`config.mk`:
```
export PLATFORM = sky130hd
export DESIGN_NAME = hla_ctrl
export DESIGN_NICKNAME = d
export VERILOG_FILES = /design/src/hla_pkg.sv /design/src/hla_ctrl.sv
export SDC_FILE = /design/constraint.sdc
export NUM_CORES = 1
export LEC_CHECK = 0
export BUFFER_PORTS_ARGS = -buffer_cell sky130_fd_sc_hd__buf_2
export CORE_MARGIN = 2
export CORE_UTILIZATION = 50
export DETAILED_ROUTE_END_ITERATION = 12
export PLACE_DENSITY = 0.89
export SETUP_SLACK_MARGIN = 0.2
export SYNTH_ARGS = -nofsm -noshare
export SYNTH_HDL_FRONTEND = slang
export SYNTH_SLANG_ARGS = --single-unit
```
`constraint.sdc`:
```
create_clock -name clock -period 2.9 [get_ports clock]
set_input_delay 0.87 -clock clock [delete_from_list [all_inputs] [get_ports clock]]
set_output_delay 0.87 -clock clock [all_outputs]
set_load 0.005 [all_outputs]
```
`src/hla_pkg.sv`:
```
// Shared types, codes and the sine table of the Hough line accumulator.
package hla_pkg;

   localparam int ANGLE_BINS = 181;
   localparam int ANGLE_MAX = 180;
   localparam int SIN_W = 15;
   localparam int MEAN_RECIP = 5243;
   localparam int MEAN_SHIFT = 17;

   typedef enum logic [1:0] {
      KIND_VOTE  = 2'd0,
      KIND_READ  = 2'd1,
      KIND_CLEAR = 2'd2
   } kind_type;

   localparam logic CSR_THRESHOLD = 1'b0;
   localparam logic CSR_RHO_COUNT = 1'b1;

   localparam logic [7:0] VOTE_PIXEL = 8'd255;
   localparam logic [7:0] VOTE_INCREMENT = 8'd2;
   localparam logic [7:0] THRESHOLD_RESET = 8'd20;
   localparam logic [10:0] RHO_COUNT_RESET = 11'd724;

   // Commands from the controller to the datapath.
   typedef struct packed {
      logic       load_item;
      logic       vote_en;
      logic       nbr_en;
      logic       clr_en;
      logic       sweep_en;
      logic       mean_en;
      logic       rsp_load;
      logic [7:0] angle;
      logic [2:0] dr;
      logic [2:0] da;
   } dp_cmd_type;

   // Status from the datapath to the controller.
   typedef struct packed {
      logic sweep_last;
   } dp_status_type;

   localparam logic [SIN_W-1:0] SIN_Q14_TABLE [91] = '{
      15'd0, 15'd286, 15'd572, 15'd857, 15'd1143, 15'd1428, 15'd1713, 15'd1997,
      15'd2280, 15'd2563, 15'd2845, 15'd3126, 15'd3406, 15'd3686, 15'd3964,
      15'd4240, 15'd4516, 15'd4790, 15'd5063, 15'd5334, 15'd5604, 15'd5872,
      15'd6138, 15'd6402, 15'd6664, 15'd6924, 15'd7182, 15'd7438, 15'd7692,
      15'd7943, 15'd8192, 15'd8438, 15'd8682, 15'd8923, 15'd9162, 15'd9397,
      15'd9630, 15'd9860, 15'd10087, 15'd10311, 15'd10531, 15'd10749, 15'd10963,
      15'd11174, 15'd11381, 15'd11585, 15'd11786, 15'd11982, 15'd12176,
      15'd12365, 15'd12551, 15'd12733, 15'd12911, 15'd13085, 15'd13255,
      15'd13421, 15'd13583, 15'd13741, 15'd13894, 15'd14044, 15'd14189,
      15'd14330, 15'd14466, 15'd14598, 15'd14726, 15'd14849, 15'd14968,
      15'd15082, 15'd15191, 15'd15296, 15'd15396, 15'd15491, 15'd15582,
      15'd15668, 15'd15749, 15'd15826, 15'd15897, 15'd15964, 15'd16026,
      15'd16083, 15'd16135, 15'd16182, 15'd16225, 15'd16262, 15'd16294,
      15'd16322, 15'd16344, 15'd16362, 15'd16374, 15'd16382, 15'd16384
   };

   // Sine of k degrees in unsigned Q1.14 for k from 0 to 90.
   function automatic logic [SIN_W-1:0] sin_q14(input logic [6:0] k);
      logic [SIN_W-1:0] val;
      val = '0;
      if (k <= 7'd90) begin
         val = SIN_Q14_TABLE[k];
      end
      return val;
   endfunction

endpackage

```
`src/hla_ctrl.sv`:
```
// Sequencing state machine of the Hough line accumulator.
module hla_ctrl
   import hla_pkg::*;
(
   input  logic          clock,
   input  logic          reset,
   input  logic          req_valid,
   input  logic [1:0]    req_kind,
   input  logic [7:0]    req_pixel_value,
   output logic          req_ready,
   output logic          rsp_valid,
   input  logic          rsp_ready,
   output dp_cmd_type    cmd,
   input  dp_status_type status
);

   typedef enum logic [5:0] {
      ST_SWEEP = 6'b000001,
      ST_IDLE  = 6'b000010,
      ST_VOTE  = 6'b000100,
      ST_READ  = 6'b001000,
      ST_CLEAR = 6'b010000,
      ST_RESP  = 6'b100000
   } state_type;

   localparam logic [7:0] VOTE_LAST = 8'd180;
   localparam logic [7:0] VOTE_END = 8'd186;
   localparam logic [7:0] NBR_LAST = 8'd24;
   localparam logic [7:0] MEAN_STEP = 8'd29;
   localparam logic [7:0] RSP_STEP = 8'd30;
   localparam logic [2:0] OFS_LAST = 3'd4;

   state_type  state_ff, state_in;
   logic [7:0] cnt_ff, cnt_in;
   logic [2:0] dr_ff, dr_in;
   logic [2:0] da_ff, da_in;

   always_comb begin
      state_in = state_ff;
      cnt_in = cnt_ff;
      dr_in = dr_ff;
      da_in = da_ff;
      cmd = '0;
      cmd.angle = cnt_ff;
      cmd.dr = dr_ff;
      cmd.da = da_ff;
      req_ready = 1'b0;
      rsp_valid = 1'b0;
      case (state_ff)
         ST_SWEEP: begin
            cmd.sweep_en = 1'b1;
            if (status.sweep_last) begin
               state_in = ST_IDLE;
            end
         end
         ST_IDLE: begin
            req_ready = 1'b1;
            cnt_in = '0;
            dr_in = '0;
            da_in = '0;
            if (req_valid) begin
               cmd.load_item = 1'b1;
               case (req_kind)
                  KIND_VOTE: begin
                     if (req_pixel_value == VOTE_PIXEL) begin
                        state_in = ST_VOTE;
                     end
                  end
                  KIND_READ: state_in = ST_READ;
                  KIND_CLEAR: state_in = ST_CLEAR;
                  default: state_in = ST_IDLE;
               endcase
            end
         end
         ST_VOTE: begin
            cmd.vote_en = (cnt_ff <= VOTE_LAST);
            cnt_in = cnt_ff + 8'd1;
            if (cnt_ff == VOTE_END) begin
               state_in = ST_IDLE;
            end
         end
         ST_READ: begin
            cnt_in = cnt_ff + 8'd1;
            if (cnt_ff <= NBR_LAST) begin
               cmd.nbr_en = 1'b1;
               if (da_ff == OFS_LAST) begin
                  da_in = '0;
                  dr_in = dr_ff + 3'd1;
               end else begin
                  da_in = da_ff + 3'd1;
               end
            end
            cmd.mean_en = (cnt_ff == MEAN_STEP);
            if (cnt_ff == RSP_STEP) begin
               cmd.rsp_load = 1'b1;
               state_in = ST_RESP;
            end
         end
         ST_CLEAR: begin
            cmd.clr_en = 1'b1;
            state_in = ST_IDLE;
         end
         ST_RESP: begin
            rsp_valid = 1'b1;
            if (rsp_ready) begin
               state_in = ST_IDLE;
            end
         end
         default: state_in = ST_IDLE;
      endcase
   end

   always_ff @(posedge clock) begin
      if (reset) begin
         state_ff <= ST_SWEEP;
         cnt_ff <= '0;
         dr_ff <= '0;
         da_ff <= '0;
      end else begin
         state_ff <= state_in;
         cnt_ff <= cnt_in;
         dr_ff <= dr_in;
         da_ff <= da_in;
      end
   end

endmodule

```
==> impl_metrics.ini <==
[critical_path]
crit_required_ns = 2.03
end_kind = output pin
crit_type = reg2out
crit_chain = or4_4, or3b_4, nor2_1, buf_2
cp_max_fo = 5
cp.arrival_ns = 1.85
cpPeakStageDelay_ns = 0.52
crit_slowest_cell = or4_4
start_kind = flip-flop

[synth]
yosysMostFrequentCell = dfxtp_1
synthTopCellsByCount = 20 x dfxtp_1, 14 x a21oi_1, 13 x nor2_1
synth_area_mm2 = 0.00123
yosys.area.top_type = dfxtp_1
syn_avg_cell_area_um2 = 8.05
synth_top_cells_by_area = dfxtp_1 33%, ha_1 7.1%, a21oi_1 5.7%
ys_seq_elements = 20
yosysSeqAreaShare = 0.325
postSynthCellCount = 153
synth-edff-count = 0
async_reset_ff_frac = 0
synth_cell_types = 42
synth_fp_nets = 175
synth_top_area_share = 0.325
synth_flop_cell = dfxtp_1
synth_warnings = 0

[cts]
clkLatencyLatePin_ns = 0.32
numCtsBuffers = 3
clk_path_buf_depth = 2
cts_tree = built
clockRootBuffer = clkbuf_4
cts.sinks = 20
ctsHoldBuffers = 0
cts.clk_slew.worst_paths_ns = 0.13
cts_max_level = 1

[power_and_ir_drop]
p_clk_frac = 0.390
p_per_area_mw_per_mm2 = 379
design_power_total_mw = 0.593
pwr-share-comb = 0.130
switching_power_mw = 0.138
p_int_mw = 0.454
switching_share = 0.233
peakVddDrop_uv = 322
seqPwrFrac = 0.480
p_leak_nw = 0.673

[place]
pre_cts_ws_ns = 0.365
gp_congestion = 0.867
place_hpwl_um = 2310
io_buffers = 37

[timing]
layout_setup_ws_ns = 0.185
finalCritPeriodShare = 0.936
finClkSkew_ns = 0.0177
tightest_slew_ns = 0.458
finalHoldViolCount = 0
tns_ns = 0
period_needed_ns = 2.72
setup_violations = 0
fmax_mhz = 368
grt_setup_unrepaired = yes
slew-limit-headroom = 0.694
slew_viol_final = 0

[cells_and_area]
antennaDiodeCount = 0
area_delta_synth_final_pct = 27.1
drive_above_1_share = 0.325
fin_nets = 217

[die]
row_count = 17
die_y_um = 53.6
fp.coreArea_mm2 = 0.00228
dieArea_mm2 = 0.00288
pin_count = 38
start_util = 0.541
die_x_um = 53.6

[global_route]
first_global_vias = 1198
overflow = 0
grt_max_degree = 22
antenna_found_initial = 0
grt_pass1_wl_um = 4940
grt_usage = 0.232

[detailed_routing]
vias = 1330
viasPerCell = 5.99
routedWlPerCell_um = 13.9
first_pass_iters = 4
drt_iter0_drc = 26
ant_nets = 0
finalWirelength_um = 3080
drc = 0

[job]
maxCapViolCount = 0

[hold_path]
hold_class = reg2reg

[run_status]
status = finished, final reports clean
power groups by stage:
| stage | sequential [mW] | combinational (mW) | clock, mW |
|---|---|---|---|
| floorplan | 0.289 | 0.0420 | 0 |
| global placement | 0.290 | 0.0662 | 0 |
| detailed placement | 0.290 | 0.0686 | 0 |
| CTS | 0.285 | 0.0764 | 0.233 |
| global route | 0.286 | 0.0846 | 0.243 |
| finish | 0.285 | 0.0769 | 0.231 |
metrics by stage:
stage / instances / hold slack (ns) / cell area (um^2) / util
after floorplan: 153 / 0.464 / 1230 / -
after global placement: 215 / 0.465 / 1450 / 0.637
after detailed placement: 215 / 0.469 / 1450 / 0.637
after CTS: 222 / 0.486 / 1550 / 0.680
after global routing: 222 / 0.522 / 1570 / 0.688
final: 222 / 0.485 / 1570 / 0.688
worst max-delay path, delay by kind of cell (launching register included):
kind	cells	cell delay, ns
buffers and inverters	1	0.11
AND/OR/NAND/NOR	3	1.05
flip-flops	1	0.37
state kept, by name, indices dropped and copies added, names as in the netlist:
name,cells
dr_ff,3
state_ff,6
da_ff,3
cnt_ff,8
layout by cell type, fill, tap and decap left out, types with 3 or more instances in the layout:
master,n
nand2b_1,4
clkbuf_4,3
nand3_1,9
buf_4,6
nor2_1,12
buf_2,36
nand4_1,5
nor3_1,4
nor3b_1,4
dfxtp_1,16
nand2_1,10
ha_1,7
dfxtp_2,3
or4_1,3
inv_1,9
a21oi_1,14
routing by layer:
metal	vias up	track usage	routed length (um)	share of wire
met5	-	0	0	0
met4	0	0.111	59	0.019
met3	7	0.0250	214	0.070
met2	56	0.399	1460	0.47
met1	614	0.289	1350	0.44
li1	653	-	-	-
kinds of logic after synthesis:
family | Yosys count | synth area share
simple gates | 75 | 0.349
compound gates | 34 | 0.196
flops | 20 | 0.325
buf+inv | 16 | 0.0498
fa+ha+maj | 7 | 0.0711
mux | 1 | 0.00915
worst paths after layout:
path	start	to	slack [ns]	cells past startpoint
worst max-delay path	state_ff[5]$_SDFFE_PP0P_	cmd[20]	0.18	4
worst min-delay path	dr_ff[1]$_SDFFE_PP0P_	dr_ff[1]$_SDFFE_PP0P_	0.48	2
worst max register to register	state_ff[5]$_SDFFE_PP0P_	state_ff[1]$_SDFFE_PP0P_	0.60	6
worst min register to register	dr_ff[1]$_SDFFE_PP0P_	dr_ff[1]$_SDFFE_PP0P_	0.48	2
repair_timing:
| action | CTS | global route |
|---|---|---|
| pin swaps | 1 | 2 |
| hold endpoints to repair | 0 | 0 |
| setup buffers | 3 | 0 |
| resized for setup | 8 | 6 |
| endpoints found under the setup margin | 5 | 6 |
cell type report:
type	instances	area, um^2
Clock buffer	3	22.5
Clock inverter	1	30.0
Fill cell	185	711
Inverter	10	37.5
Multi-Input combinational cell	117	796
Sequential cell	20	408
Tap cell	28	35.0
Timing Repair Buffer	43	236
(Power assumes the default switching activity.)
